===== config.mk =====
export PLATFORM = sky130hd
export DESIGN_NAME = frame_delay_quantizer
export DESIGN_NICKNAME = d
export VERILOG_FILES = /design/src/sv/fdq_pkg.sv /design/src/sv/fdq_mul.sv /design/src/sv/fdq_div.sv /design/src/sv/frame_delay_quantizer.sv
export SDC_FILE = /design/constraint.sdc
export NUM_CORES = 1
export LEC_CHECK = 0
export BUFFER_PORTS_ARGS = -buffer_cell sky130_fd_sc_hd__buf_2
export CAP_MARGIN = 20
export CORE_MARGIN = 5
export CORE_UTILIZATION = 40
export CTS_CLUSTER_SIZE = 8
export DETAILED_ROUTE_END_ITERATION = 12
export HOLD_SLACK_MARGIN = 0.06
export PLACE_DENSITY = 0.57
export SYNTH_ARGS = -nofsm -noshare
export SYNTH_HDL_FRONTEND = slang
export SYNTH_SLANG_ARGS = --single-unit

===== constraint.sdc =====
create_clock -name clk_i -period 5.5 [get_ports clk_i]
set_input_delay 1.1 -clock clk_i [delete_from_list [all_inputs] [get_ports clk_i]]
set_output_delay 1.1 -clock clk_i [all_outputs]
set_load 0.01 [all_outputs]

===== src/sv/fdq_pkg.sv =====
`default_nettype none

package fdq_pkg;

  // Width of a timestamp in milliseconds.
  localparam int TimeBits = 40;

  localparam int MaxCs      = 65535;
  localparam int BaseUnits  = 1000;
  localparam int CsPerMsDiv = 10;
  localparam int MaxRate    = 240;
  localparam int ResetRate  = 30;

  // A multiplied interval never exceeds MaxCs * CsPerMsDiv ms, which fits in DurBits.
  localparam int DurBits  = 20;
  localparam int RateBits = 8;
  localparam int ProdBits = DurBits + RateBits;
  // The divisor is rate * 10 (at most 2400), the remainder stays below it.
  localparam int RemBits  = 12;
  // The quotient never exceeds MaxCs + 239, which fits in QuoBits.
  localparam int QuoBits  = 17;
  localparam int CsBits   = 16;

  localparam int InDataBits = ((TimeBits + 1 + 7) / 8) * 8;
  localparam int FuncBits   = 2;

  localparam logic [TimeBits-1:0] MaxDurTs  = TimeBits'(MaxCs * CsPerMsDiv);
  localparam logic [RateBits-1:0] MaxRateV  = RateBits'(MaxRate);
  localparam logic [RateBits-1:0] ResetRateV = RateBits'(ResetRate);
  localparam logic [CsBits-1:0]   MaxCsV    = CsBits'(MaxCs);

  typedef enum logic [FuncBits-1:0] {
    FUNC_FRAME  = 2'd0,
    FUNC_FINISH = 2'd1,
    FUNC_CLEAR  = 2'd2,
    FUNC_RSVD   = 2'd3
  } func_e;

  typedef struct packed {
    logic                start;
    logic [DurBits-1:0]  mcand;
    logic [RateBits-1:0] mplier;
    logic [RemBits-1:0]  addend;
  } mul_req_t;

  typedef struct packed {
    logic                done;
    logic [ProdBits-1:0] product;
  } mul_rsp_t;

  typedef struct packed {
    logic                start;
    logic [ProdBits-1:0] dividend;
    logic [RemBits-1:0]  divisor;
  } div_req_t;

  typedef struct packed {
    logic               done;
    logic [QuoBits-1:0] quo;
    logic [RemBits-1:0] rem;
  } div_rsp_t;

endpackage

`default_nettype wire


===== src/sv/fdq_mul.sv =====
`default_nettype none

// Shift-and-add multiplier: one bit of the multiplier per cycle.
// The product starts from the addend, so the carried remainder comes in for free.
module fdq_mul (
  input  wire logic              clk_i,
  input  wire logic              rst_ni,
  input  wire fdq_pkg::mul_req_t req_i,
  output fdq_pkg::mul_rsp_t      rsp_o
);

  localparam int CntBits = $clog2(fdq_pkg::RateBits);

  logic [fdq_pkg::ProdBits-1:0] acc_q, acc_d;
  logic [fdq_pkg::ProdBits-1:0] mcand_q, mcand_d;
  logic [fdq_pkg::RateBits-1:0] mplier_q, mplier_d;
  logic [CntBits-1:0]           cnt_q, cnt_d;
  logic                         busy_q, busy_d;
  logic                         done_q, done_d;

  always_comb begin
    acc_d    = acc_q;
    mcand_d  = mcand_q;
    mplier_d = mplier_q;
    cnt_d    = cnt_q;
    busy_d   = busy_q;
    done_d   = 1'b0;
    if (req_i.start) begin
      acc_d    = fdq_pkg::ProdBits'(req_i.addend);
      mcand_d  = fdq_pkg::ProdBits'(req_i.mcand);
      mplier_d = req_i.mplier;
      cnt_d    = '0;
      busy_d   = 1'b1;
    end else if (busy_q) begin
      if (mplier_q[0]) begin
        acc_d = acc_q + mcand_q;
      end
      mcand_d  = {mcand_q[fdq_pkg::ProdBits-2:0], 1'b0};
      mplier_d = {1'b0, mplier_q[fdq_pkg::RateBits-1:1]};
      cnt_d    = cnt_q + 1'b1;
      if (cnt_q == CntBits'(fdq_pkg::RateBits - 1)) begin
        busy_d = 1'b0;
        done_d = 1'b1;
      end
    end
  end

  always_ff @(posedge clk_i or negedge rst_ni) begin
    if (!rst_ni) begin
      busy_q <= 1'b0;
      done_q <= 1'b0;
      cnt_q  <= '0;
    end else begin
      busy_q <= busy_d;
      done_q <= done_d;
      cnt_q  <= cnt_d;
    end
  end

  always_ff @(posedge clk_i) begin
    acc_q    <= acc_d;
    mcand_q  <= mcand_d;
    mplier_q <= mplier_d;
  end

  assign rsp_o.done    = done_q;
  assign rsp_o.product = acc_q;

endmodule

`default_nettype wire


===== src/sv/fdq_div.sv =====
`default_nettype none

// Restoring divider, one quotient bit per cycle. The caller guarantees that the
// quotient fits in QuoBits, so the upper dividend bits start as the remainder.
module fdq_div (
  input  wire logic              clk_i,
  input  wire logic              rst_ni,
  input  wire fdq_pkg::div_req_t req_i,
  output fdq_pkg::div_rsp_t      rsp_o
);

  localparam int CntBits = $clog2(fdq_pkg::QuoBits);

  logic [fdq_pkg::RemBits-1:0] rem_q, rem_d;
  logic [fdq_pkg::QuoBits-1:0] quo_q, quo_d;
  logic [fdq_pkg::RemBits-1:0] dvs_q, dvs_d;
  logic [CntBits-1:0]          cnt_q, cnt_d;
  logic                        busy_q, busy_d;
  logic                        done_q, done_d;
  logic [fdq_pkg::RemBits:0]   trial;
  logic                        fits;

  assign trial = {rem_q, quo_q[fdq_pkg::QuoBits-1]};
  assign fits  = trial >= {1'b0, dvs_q};

  always_comb begin
    rem_d  = rem_q;
    quo_d  = quo_q;
    dvs_d  = dvs_q;
    cnt_d  = cnt_q;
    busy_d = busy_q;
    done_d = 1'b0;
    if (req_i.start) begin
      rem_d  = fdq_pkg::RemBits'(req_i.dividend[fdq_pkg::ProdBits-1:fdq_pkg::QuoBits]);
      quo_d  = req_i.dividend[fdq_pkg::QuoBits-1:0];
      dvs_d  = req_i.divisor;
      cnt_d  = '0;
      busy_d = 1'b1;
    end else if (busy_q) begin
      if (fits) begin
        rem_d = fdq_pkg::RemBits'(trial - {1'b0, dvs_q});
      end else begin
        rem_d = trial[fdq_pkg::RemBits-1:0];
      end
      quo_d = {quo_q[fdq_pkg::QuoBits-2:0], fits};
      cnt_d = cnt_q + 1'b1;
      if (cnt_q == CntBits'(fdq_pkg::QuoBits - 1)) begin
        busy_d = 1'b0;
        done_d = 1'b1;
      end
    end
  end

  always_ff @(posedge clk_i or negedge rst_ni) begin
    if (!rst_ni) begin
      busy_q <= 1'b0;
      done_q <= 1'b0;
      cnt_q  <= '0;
    end else begin
      busy_q <= busy_d;
      done_q <= done_d;
      cnt_q  <= cnt_d;
    end
  end

  always_ff @(posedge clk_i) begin
    rem_q <= rem_d;
    quo_q <= quo_d;
    dvs_q <= dvs_d;
  end

  assign rsp_o.done = done_q;
  assign rsp_o.quo  = quo_q;
  assign rsp_o.rem  = rem_q;

endmodule

`default_nettype wire


===== src/sv/frame_delay_quantizer.sv =====
// Frame delay quantizer: turns frame timestamps (ms) into GIF-style display
// delays (cs) for the frame held pending, carrying the sub-centisecond rest.
// Input stream: s_axis_tuser is the request kind (frame, finish, clear),
// s_axis_tdata carries the timestamp and its valid flag. Output stream:
// m_axis_tdata is the delay, m_axis_tlast marks the delay of a finish flush.
// cfg_we_i/cfg_wdata_i write the frame rate; write it only while idle.
// One request is worked on at a time. Requests without a result leave the block
// idle and ready for the next one. A frame with a usable interval runs a serial
// multiply and then a serial divide before its delay enters the output register.
// A request that needs one base period skips the multiply, and an interval too
// long to represent gives the maximum delay without multiply or divide. A new
// request is taken only after the last result has entered the output register.
// The output register holds one finished result; when the receiver stalls the
// block may accept and finish the next request, then waits until the output
// register is free. Reset empties the pending frame, the carry and the output,
// and sets the frame rate to 30.
`default_nettype none

module frame_delay_quantizer (
  input  wire logic                             clk_i,
  input  wire logic                             rst_ni,
  input  wire logic                             cfg_we_i,
  input  wire logic [fdq_pkg::RateBits-1:0]     cfg_wdata_i,   // frame_rate
  input  wire logic                             s_axis_tvalid,
  output logic                                  s_axis_tready,
  // [39:0] timestamp_ms, [40] timestamp_valid, rest zero
  input  wire logic [fdq_pkg::InDataBits-1:0]   s_axis_tdata,
  input  wire logic [fdq_pkg::FuncBits-1:0]     s_axis_tuser,  // [1:0] func
  output logic                                  m_axis_tvalid,
  input  wire logic                             m_axis_tready,
  output logic [fdq_pkg::CsBits-1:0]            m_axis_tdata,  // [15:0] delay_cs
  output logic                                  m_axis_tlast   // final_frame
);

  typedef enum logic [3:0] {
    ST_IDLE = 4'b0001,
    ST_MUL  = 4'b0010,
    ST_DIV  = 4'b0100,
    ST_OUT  = 4'b1000
  } state_e;

  state_e state_q, state_d;

  logic [fdq_pkg::RateBits-1:0] frame_rate_q;
  logic                         have_pend_q, have_pend_d;
  logic [fdq_pkg::TimeBits-1:0] pend_time_q, pend_time_d;
  logic                         pend_known_q, pend_known_d;
  logic [fdq_pkg::RemBits-1:0]  carry_q, carry_d;
  logic [fdq_pkg::RemBits-1:0]  divisor_q, divisor_d;
  logic                         fin_q, fin_d;
  logic [fdq_pkg::CsBits-1:0]   res_q, res_d;
  logic                         m_valid_q, m_valid_d;
  logic [fdq_pkg::CsBits-1:0]   m_data_q, m_data_d;
  logic                         m_last_q, m_last_d;

  logic                         in_acc;
  fdq_pkg::func_e               func;
  logic [fdq_pkg::TimeBits-1:0] ts;
  logic                         ts_ok;
  logic [fdq_pkg::TimeBits-1:0] diff;
  logic                         usable;
  logic                         too_long;
  logic [fdq_pkg::RateBits-1:0] rate_eff;
  logic [fdq_pkg::RemBits-1:0]  divisor_now;
  logic [fdq_pkg::RemBits:0]    base_total;
  logic                         base_start;

  fdq_pkg::mul_req_t mul_req;
  fdq_pkg::mul_rsp_t mul_rsp;
  fdq_pkg::div_req_t div_req;
  fdq_pkg::div_rsp_t div_rsp;

  assign s_axis_tready = (state_q == ST_IDLE);
  assign in_acc        = s_axis_tvalid & s_axis_tready;
  assign func          = fdq_pkg::func_e'(s_axis_tuser);
  assign ts            = s_axis_tdata[fdq_pkg::TimeBits-1:0];
  assign ts_ok         = s_axis_tdata[fdq_pkg::TimeBits];

  assign diff     = ts - pend_time_q;
  assign usable   = ts_ok & pend_known_q & (ts > pend_time_q);
  assign too_long = diff > fdq_pkg::MaxDurTs;

  always_comb begin
    if (frame_rate_q == '0) begin
      rate_eff = fdq_pkg::RateBits'(1);
    end else if (frame_rate_q > fdq_pkg::MaxRateV) begin
      rate_eff = fdq_pkg::MaxRateV;
    end else begin
      rate_eff = frame_rate_q;
    end
  end

  // rate * 10 as a pair of shifts.
  assign divisor_now = {1'b0, rate_eff, 3'b000} + {3'b000, rate_eff, 1'b0};
  assign base_total  = {1'b0, carry_q} + (fdq_pkg::RemBits + 1)'(fdq_pkg::BaseUnits);

  assign base_start = in_acc & have_pend_q &
                      (((func == fdq_pkg::FUNC_FRAME) & ~usable) |
                       (func == fdq_pkg::FUNC_FINISH));

  assign mul_req.start  = in_acc & have_pend_q & (func == fdq_pkg::FUNC_FRAME) &
                          usable & ~too_long;
  assign mul_req.mcand  = diff[fdq_pkg::DurBits-1:0];
  assign mul_req.mplier = rate_eff;
  assign mul_req.addend = carry_q;

  assign div_req.start    = base_start | mul_rsp.done;
  assign div_req.dividend = (state_q == ST_IDLE) ? fdq_pkg::ProdBits'(base_total)
                                                 : mul_rsp.product;
  assign div_req.divisor  = (state_q == ST_IDLE) ? divisor_now : divisor_q;

  fdq_mul u_mul (
    .clk_i  (clk_i),
    .rst_ni (rst_ni),
    .req_i  (mul_req),
    .rsp_o  (mul_rsp)
  );

  fdq_div u_div (
    .clk_i  (clk_i),
    .rst_ni (rst_ni),
    .req_i  (div_req),
    .rsp_o  (div_rsp)
  );

  always_comb begin
    state_d      = state_q;
    have_pend_d  = have_pend_q;
    pend_time_d  = pend_time_q;
    pend_known_d = pend_known_q;
    carry_d      = carry_q;
    divisor_d    = divisor_q;
    fin_d        = fin_q;
    res_d        = res_q;
    m_valid_d    = m_valid_q & ~m_axis_tready;
    m_data_d     = m_data_q;
    m_last_d     = m_last_q;

    unique case (state_q)
      ST_IDLE: begin
        if (in_acc) begin
          divisor_d = divisor_now;
          fin_d     = 1'b0;
          case (func) inside
            fdq_pkg::FUNC_FRAME: begin
              have_pend_d  = 1'b1;
              pend_time_d  = ts;
              pend_known_d = ts_ok;
              if (have_pend_q) begin
                if (usable & too_long) begin
                  res_d   = fdq_pkg::MaxCsV;
                  carry_d = '0;
                  state_d = ST_OUT;
                end else if (usable) begin
                  state_d = ST_MUL;
                end else begin
                  state_d = ST_DIV;
                end
              end
            end
            fdq_pkg::FUNC_FINISH, fdq_pkg::FUNC_CLEAR: begin
              // On a finish with a pending frame, the carry is consumed by the divider start in this same cycle.
              have_pend_d  = 1'b0;
              pend_time_d  = '0;
              pend_known_d = 1'b0;
              carry_d      = '0;
              if ((func == fdq_pkg::FUNC_FINISH) && have_pend_q) begin
                fin_d   = 1'b1;
                state_d = ST_DIV;
              end
            end
            default: begin
            end
          endcase
        end
      end
      ST_MUL: begin
        if (mul_rsp.done) begin
          state_d = ST_DIV;
        end
      end
      ST_DIV: begin
        if (div_rsp.done) begin
          if (div_rsp.quo == '0) begin
            res_d   = fdq_pkg::CsBits'(1);
            carry_d = '0;
          end else if (div_rsp.quo[fdq_pkg::QuoBits-1]) begin
            res_d   = fdq_pkg::MaxCsV;
            carry_d = '0;
          end else begin
            res_d   = div_rsp.quo[fdq_pkg::CsBits-1:0];
            carry_d = fin_q ? '0 : div_rsp.rem;
          end
          state_d = ST_OUT;
        end
      end
      ST_OUT: begin
        if (!m_valid_q || m_axis_tready) begin
          m_valid_d = 1'b1;
          m_data_d  = res_q;
          m_last_d  = fin_q;
          state_d   = ST_IDLE;
        end
      end
      default: begin
        state_d = ST_IDLE;
      end
    endcase
  end

  always_ff @(posedge clk_i or negedge rst_ni) begin
    if (!rst_ni) begin
      state_q      <= ST_IDLE;
      frame_rate_q <= fdq_pkg::ResetRateV;
      have_pend_q  <= 1'b0;
      pend_time_q  <= '0;
      pend_known_q <= 1'b0;
      carry_q      <= '0;
      fin_q        <= 1'b0;
      m_valid_q    <= 1'b0;
    end else begin
      state_q      <= state_d;
      if (cfg_we_i) begin
        frame_rate_q <= cfg_wdata_i;
      end
      have_pend_q  <= have_pend_d;
      pend_time_q  <= pend_time_d;
      pend_known_q <= pend_known_d;
      carry_q      <= carry_d;
      fin_q        <= fin_d;
      m_valid_q    <= m_valid_d;
    end
  end

  always_ff @(posedge clk_i) begin
    divisor_q <= divisor_d;
    res_q     <= res_d;
    m_data_q  <= m_data_d;
    m_last_q  <= m_last_d;
  end

  assign m_axis_tvalid = m_valid_q;
  assign m_axis_tdata  = m_data_q;
  assign m_axis_tlast  = m_last_q;

  // The multiplier only finishes while the controller waits for it.
  a_mul_done_in_mul: assert property (@(posedge clk_i) disable iff (!rst_ni)
    mul_rsp.done |-> (state_q == ST_MUL))
    else $error("multiplier finished outside the multiply state");

  // The divider only finishes while the controller waits for it.
  a_div_done_in_div: assert property (@(posedge clk_i) disable iff (!rst_ni)
    div_rsp.done |-> (state_q == ST_DIV))
    else $error("divider finished outside the divide state");

  // A delay is never zero.
  a_delay_nonzero: assert property (@(posedge clk_i) disable iff (!rst_ni)
    m_axis_tvalid |-> (m_axis_tdata != '0))
    else $error("zero delay on the output");

  // The carried remainder stays below the largest divisor.
  a_carry_range: assert property (@(posedge clk_i) disable iff (!rst_ni)
    carry_q < fdq_pkg::RemBits'(fdq_pkg::MaxRate * fdq_pkg::CsPerMsDiv))
    else $error("carried remainder out of range");

  // A finish flush leaves nothing pending.
  a_finish_clears: assert property (@(posedge clk_i) disable iff (!rst_ni)
    (in_acc && (func == fdq_pkg::FUNC_FINISH)) |=> (!have_pend_q && (carry_q == '0)))
    else $error("finish left state behind");

endmodule

`default_nettype wire

==> impl_metrics.py, run 1 <==
metrics = {
    "power": {
        "vdd_ir_drop_max_mv": 0.3157,
        "power_density_nw_per_um2": 461.8,
        "leakage_nw": 6.852,
    },
    "sta": {
        "fin_skew_ns": 0.01374,
        "min_period_over_period_pct": 87.05,
        "max_freq_mhz": 208.9,
        "hold_viol": 0,
        "rsz0062_at_grt": "false",
        "worst_pin_slew_ns": 0.9574,
        "setup_viol_count_final": 0,
        "fin_tns_setup_ns": 0,
        "slew_headroom_pct": 35.93,
        "drv_slew": 0,
        "fin_crit_ns": 4.787,
    },
    "clock_tree": {
        "clockRootBuffer": "clkbuf_16",
        "cts.sinks": 228,
        "cts_resized": 0,
        "cts_hold_buf": 0,
        "cts_buffer_depth": 3,
        "clk_latency_ns": 0.54,
        "numCtsBuffers": 35,
        "post-cts-setup-buffers": 0,
        "cts_tree": "done",
        "clk_pin_slew_ns": 0.05,
        "htree_levels": 2,
    },
    "layout": {
        "multi_input_area_sq_um": 7512,
        "syn_to_final_growth_pct": 13.61,
        "seq_area_sq_um": 6202,
        "final_layout_size_suffix_gt1_share_pct": 12.81,
        "n_fill_cell": 3409,
        "stdcell_area_sq_um": 16410,
        "num_antenna_cells": 0,
        "final_nets": 1740,
    },
    "setup_path": {
        "worst_setup_path_end_kind": "register",
        "slowest_delay_ns": 0.49,
        "r2r_slack_ns": 0.99,
        "cp-start-kind": "input port",
        "cp_max_fo": 48,
        "crit_buf_inv": 3,
        "r2r_start": "pend_time_q[1]$_DFFE_PN0P_",
        "required_ns": 5.73,
        "r2r-end": "u_mul.mcand_q[4]$_DFFE_PP_",
        "cp.arrival_ns": 5.01,
        "slowest_stage": "nor4b_4",
        "worstSetupPathType": "input port to register",
        "path_common_cell": "buf_12",
        "worstSetupEndpoint": "u_mul.mcand_q[4]$_DFFE_PP_",
        "startpoint": "s_axis_tdata[1]",
        "path_cells": "buf_2, ha_1, nor2b_1, o2111ai_1, and3_1, nor4b_4, nor3_1, nand4b_1, nor4_1, nand4_1, nor4_4, nand4_4, buf_12, nand2_1, buf_12",
        "critical_path.top_delay_family": "simple AND/OR/NAND/NOR gates",
        "reg2reg_depth": 15,
        "cp.depth": 15,
    },
    "logic_synthesis": {
        "syn_nets": 1680,
        "synth_async_sr_flop_share_pct": 35.09,
        "synth_area_sq_um": 14450,
        "yosys_warnings": 0,
        "ys_seq_area_share_pct": 42.93,
        "synth_edf_count": 123,
        "ys_seq_elements": 228,
        "postSynthAreaPerCell_sq_um": 9.498,
        "yosysUniqueCellTypes": 75,
        "synth_flop_cell": "edfxtp_1",
        "syn_inst": 1521,
    },
    "placed_design": {
        "dpl.hpwl_um": 26550,
        "place_congestion": 0.8806,
        "placed_cell_area_sq_um": 15360,
        "port_buffers": 74,
    },
    "floorplan": {
        "io_pins": 82,
        "fp.dieArea_sq_um": 40020,
        "die_x_um": 200.0,
        "core_sq_um": 35660,
        "start_util_pct": 40.52,
        "die-height_um": 200.0,
        "num_rows": 69,
    },
    "job": {
        "cap_violations": 0,
    },
    "drt": {
        "first_pass_iters": 5,
        "routed_via_density": 5.507,
        "antenna_left": 0,
        "drc_errors": 0,
        "vias": 11400,
        "drt_wl_total_um": 35600,
        "drt_iter0_drc": 832,
        "wl_per_cell_um": 17.21,
    },
    "grt": {
        "grt_pass1_wl_um": 57190,
        "track_usage_pct": 17.70,
        "gr-total-overflow": 0,
        "first_global_vias": 11030,
        "grt_start_max_net_pins": 80,
        "antenna_found_initial": 0,
    },
    "worst_hold_path": {
        "min_path_type": "register to register",
    },
    "status": {
        "status": "completed",
    },
}
[state kept, by name, summed over array words and instances (netlist names), 3 cells and up]
| register | count |
|---|---|
| res_q | 16 |
| u_mul.cnt_q | 3 |
| m_axis_tdata | 16 |
| u_mul.mcand_q | 28 |
| u_mul.mplier_q | 8 |
| u_mul.acc_q | 28 |
| u_div.quo_q | 17 |
| divisor_q | 11 |
| u_div.cnt_q | 5 |
| u_div.rem_q | 12 |
| u_div.dvs_q | 11 |
| pend_time_q | 40 |
| frame_rate_q | 8 |
| carry_q | 12 |
| state_q | 4 |
[cell families (layout without fill, tap and decap cells)]
family	after synthesis	after routing	synth area share, %
and+or+nand+nor	481	481	16.65
xor gates and xnor gates	66	66	4.001
AOI/OAI and AO/OA	365	365	15.66
adders and majority gates	96	96	8.522
DFF	228	228	42.93
buffers and inverters	194	281	5.214
muxes	91	91	7.024
[report_power, final]
part / internal (mW) / total (mW) / leakage (nW) / switching (mW)
clock network: 1.27 / 2.05 / 0.501 / 0.784
registers: 2.24 / 2.48 / 2.33 / 0.234
logic: 1.15 / 3.05 / 4.02 / 1.90
[routing by layer]
metal | part of all wire (%) | routed length [um] | global-route usage [%] | up-vias
met3 | 4.8 | 1719 | 3.155 | 57
met4 | 3.0 | 1052 | 6.038 | 0
met2 | 45 | 15990 | 27.74 | 269
met5 | 0 | 0 | 0 | -
met1 | 47 | 16840 | 24.87 | 5450
li1 | - | - | - | 5619
[synthesized netlist by cell type, drive strengths merged (33+ instances only)]
library cell  count  area [sq um]
nand3            83         415.4
nor2             70         262.8
o21ai           133         665.6
mux2             53         634.4
clkbuf           64         240.2
inv             116         435.4
nand2           151         566.8
edfxtp          123          3694
a21oi            82         414.2
xor2             35         306.5
mux2i            38         380.4
ha               92          1151
dfrtp            75          1877
a21o             33         247.7
[worst min-delay path by stage]
stage / startpoint / end / slack (ns) / cells after the start
2_1_floorplan: res_q[0]$_SDFFCE_PP1P_ / m_axis_tdata[0]$_DFFE_PP_ / 0.40 / 0
3_3_place_gp: res_q[1]$_SDFFCE_PN1P_ / m_axis_tdata[1]$_DFFE_PP_ / 0.40 / 0
3_5_place_dp: res_q[2]$_SDFFCE_PN1P_ / m_axis_tdata[2]$_DFFE_PP_ / 0.40 / 0
4_1_cts: res_q[2]$_SDFFCE_PN1P_ / m_axis_tdata[2]$_DFFE_PP_ / 0.42 / 0
5_1_grt: res_q[10]$_SDFFCE_PN1P_ / m_axis_tdata[10]$_DFFE_PP_ / 0.42 / 0
6_report: res_q[8]$_SDFFCE_PN1P_ / m_axis_tdata[8]$_DFFE_PP_ / 0.41 / 0
[worst reg2reg max path, delay by kind of cell (launching register included)]
kind                     cells  cell delay [ns]
adder cells (fa/ha/maj)      1             0.32
buffers and inverters        3             0.51
flip-flops                   1             0.37
AO/OA/AOI/OAI                1             0.23
AND/OR/NAND/NOR             10             2.76
[area by class of cell]
class	instances	area share (%)
Clock inverter	4	0.3659
Tap cell	461	3.515
Sequential cell	228	37.79
Inverter	117	2.676
Timing Repair Buffer	100	3.842
Clock buffer	60	6.038
Multi-Input combinational cell	1099	45.77
[placed cells by master, fill, tap and decap left out, drive strengths merged, types with 60 or more instances in the layout]
cell type and count:
a21oi 82, buf 100, clkbuf 60, dfrtp 75, edfxtp 123, ha 92
inv 117, nand2 151, nand3 83, nor2 70, o21ai 133
[metrics by stage]
step                      hold WS [ns]  util (%)  total power [mW]  setup slack, ns  std cells
after floorplan                 0.4003         -             4.669           0.4156       1521
after global placement          0.4008     43.08             5.493           0.2284       2005
after detailed placement        0.4045     43.08             5.531           0.1642       2005
after CTS                       0.4158     46.03             7.634           0.7416       2069
after global routing            0.4209     46.03             8.109           0.5231       2069
final                           0.4139     46.03             7.579           0.7125       2069
Note: power is estimated with default switching activity, not from simulation.
==> inputs of run 2 (changes only) <==
Settings changed: MAX_ROUTING_LAYER set to met4, RECOVER_POWER set to 25.
==> run 2 against run 1 <==
Effect of this change: critical path type unchanged; the flow now finishes with violations (capacitance limit, slew limit); clock power down 3%; cell count up 0.24%; critical endpoint is now u_mul.mcand_q[1]$_DFFE_PP_; register-to-register slack improved by 0.05 ns; sequential power is essentially flat; routed wire length decreased by 0.30%; global-route usage increased by 0.71 points; critical path depth increased by 2.
==> impl_metrics.py, run 2 (synthesis gave the netlist of run 1 again) <==
metrics = {
    "grt": {
        "first_global_vias": 10990,
        "grt_pass1_wl_um": 57690,
        "gr-total-overflow": 0,
        "grt_start_max_net_pins": 80,
        "antenna_found_initial": 1,
        "track_usage_pct": 18.41,
    },
    "clock_tree": {
        "cts_resized": 0,
        "cts_buffer_depth": 3,
        "clk_latency_ns": 0.53,
        "cts_hold_buf": 0,
        "cts.sinks": 228,
        "post-cts-setup-buffers": 0,
        "clockRootBuffer": "clkbuf_16",
        "clk_pin_slew_ns": 0.05,
        "numCtsBuffers": 35,
        "cts_tree": "done",
        "htree_levels": 2,
    },
    "power": {
        "leakage_nw": 6.843,
        "vdd_ir_drop_max_mv": 0.2814,
        "total_power_mw": 7.517,
        "power_density_nw_per_um2": 458.7,
    },
    "sta": {
        "min_period_over_period_pct": 87.04,
        "setup_viol_count_final": 0,
        "hold_viol": 0,
        "drv_slew": 43,
        "holdWs_ns": 0.4139,
        "max_freq_mhz": 208.9,
        "fin_crit_ns": 4.787,
        "rsz0062_at_grt": "false",
        "slew_headroom_pct": -63.31,
        "worst_pin_slew_ns": 2.450,
        "fin_skew_ns": 0.01917,
        "fin_tns_setup_ns": 0,
        "worst_slack_ns": 0.7127,
    },
    "placed_design": {
        "placed_cell_area_sq_um": 15380,
        "dpl.hpwl_um": 26620,
        "port_buffers": 74,
        "dp.cells": 2011,
        "pre_cts_ws_ns": 0.2336,
        "place_congestion": 0.8969,
    },
    "layout": {
        "fin_util_pct": 45.96,
        "stdcell_area_sq_um": 16390,
        "n_fill_cell": 3469,
        "reg_top3": "pend_time_q: 40 flops, u_mul.acc_q: 28 flops, u_mul.mcand_q: 28 flops",
        "final_nets": 1746,
        "most-common-layout-cells": "nand2_1 (151), o21ai_0 (129), edfxtp_1 (123), inv_1 (116), ha_1 (92)",
        "stdcell_count": 2074,
        "regMostFlops": "pend_time_q",
        "final_common_cell": "nand2_1",
        "largest_reg_flops": 40,
        "final_layout_size_suffix_gt1_share_pct": 12.84,
        "syn_to_final_growth_pct": 13.42,
    },
    "setup_path": {
        "worst_setup_path_end_kind": "register",
        "worstSetupPathType": "input port to register",
        "cp-start-kind": "input port",
        "cp_max_fo": 28,
        "cp.arrival_ns": 5.01,
        "required_ns": 5.72,
    },
    "floorplan": {
        "io_pins": 82,
        "core_sq_um": 35660,
        "num_rows": 69,
        "start_util_pct": 40.52,
        "die-height_um": 200.0,
        "fp.dieArea_sq_um": 40020,
        "die_x_um": 200.0,
    },
    "drt": {
        "antenna_left": 0,
        "first_pass_iters": 6,
        "routed_via_density": 5.478,
        "drc_errors": 0,
        "drt_iter0_drc": 613,
        "wl_per_cell_um": 17.11,
        "vias": 11360,
        "drt_wl_total_um": 35490,
    },
    "job": {
        "cap_violations": 1,
    },
    "status": {
        "status": "finished, violations left",
        "violations": "capacitance limit, slew limit",
    },
    "worst_hold_path": {
        "min_path_type": "register to register",
    },
}
[run 2: cell types whose count changed in the layout (fill, tap and decap cells not counted), sizes merged]
cell    previous run  this run
bufinv             1         0
buf              100       102
clkinv             3         2
diode              0         1
clkbuf            60        64
[run 2: layout make-up]
type | count | area [sq um] | share of cell area, %
diodes | 1 | 2.502 | 0.01527
clock buffers | 60 | 999.7 | 6.101
clock inverters | 2 | 13.76 | 0.08400
inverters | 117 | 439.2 | 2.680
multi-input cells | 1099 | 7512 | 45.85
flip-flops and latches | 228 | 6202 | 37.85
well taps | 461 | 576.8 | 3.520
repair buffers | 106 | 639.4 | 3.902
[run 2: final timing paths]
check / depth (start not counted) / end / start / slack [ns]
setup / recovery: 17 / u_mul.mcand_q[1]$_DFFE_PP_ / s_axis_tdata[0] / 0.71
min in group asynchronous: 1 / pend_time_q[25]$_DFFE_PN0P_ / rst_ni / 1.32
hold reg to reg: 0 / m_axis_tdata[0]$_DFFE_PP_ / res_q[0]$_SDFFCE_PP1P_ / 0.41
setup reg to reg: 15 / u_mul.mcand_q[1]$_DFFE_PP_ / pend_time_q[1]$_DFFE_PN0P_ / 1.04
max in group asynchronous: 2 / u_div.cnt_q[1]$_DFFE_PN0P_ / rst_ni / 2.03
hold / removal: 0 / m_axis_tdata[0]$_DFFE_PP_ / res_q[0]$_SDFFCE_PP1P_ / 0.41
[run 2: report_power, final]
part | switching (mW) | leakage (nW) | total (mW) | internal [mW]
sequential | 0.236 | 2.33 | 2.48 | 2.24
combinational | 1.90 | 4.03 | 3.06 | 1.16
clock | 0.759 | 0.487 | 1.98 | 1.22
[run 2: critical path, stage by stage]
cell	delay, ns
buf_2	0.08
inv_1	0.06
ha_1	0.23
fa_1	0.40
nor2b_1	0.21
o21a_1	0.27
o21ai_1	0.16
a21oi_1	0.36
a21oi_1	0.17
xnor2_1	0.16
nor4b_1	0.37
nand4_1	0.22
nor4_4	0.43
nand4_4	0.13
buf_4	0.27
nand2_1	0.14
buf_12	0.20
[run 2: per-layer routing]
metal,part of all wire [%],vias to the layer above,wire (um),GRT usage (%)
met1,48,5440,17070,25.26
met2,45,226,16060,28.33
met4,2.3,0,825,4.981
met5,0,-,0,-
met3,4.3,59,1540,3.223
li1,-,5637,-,-
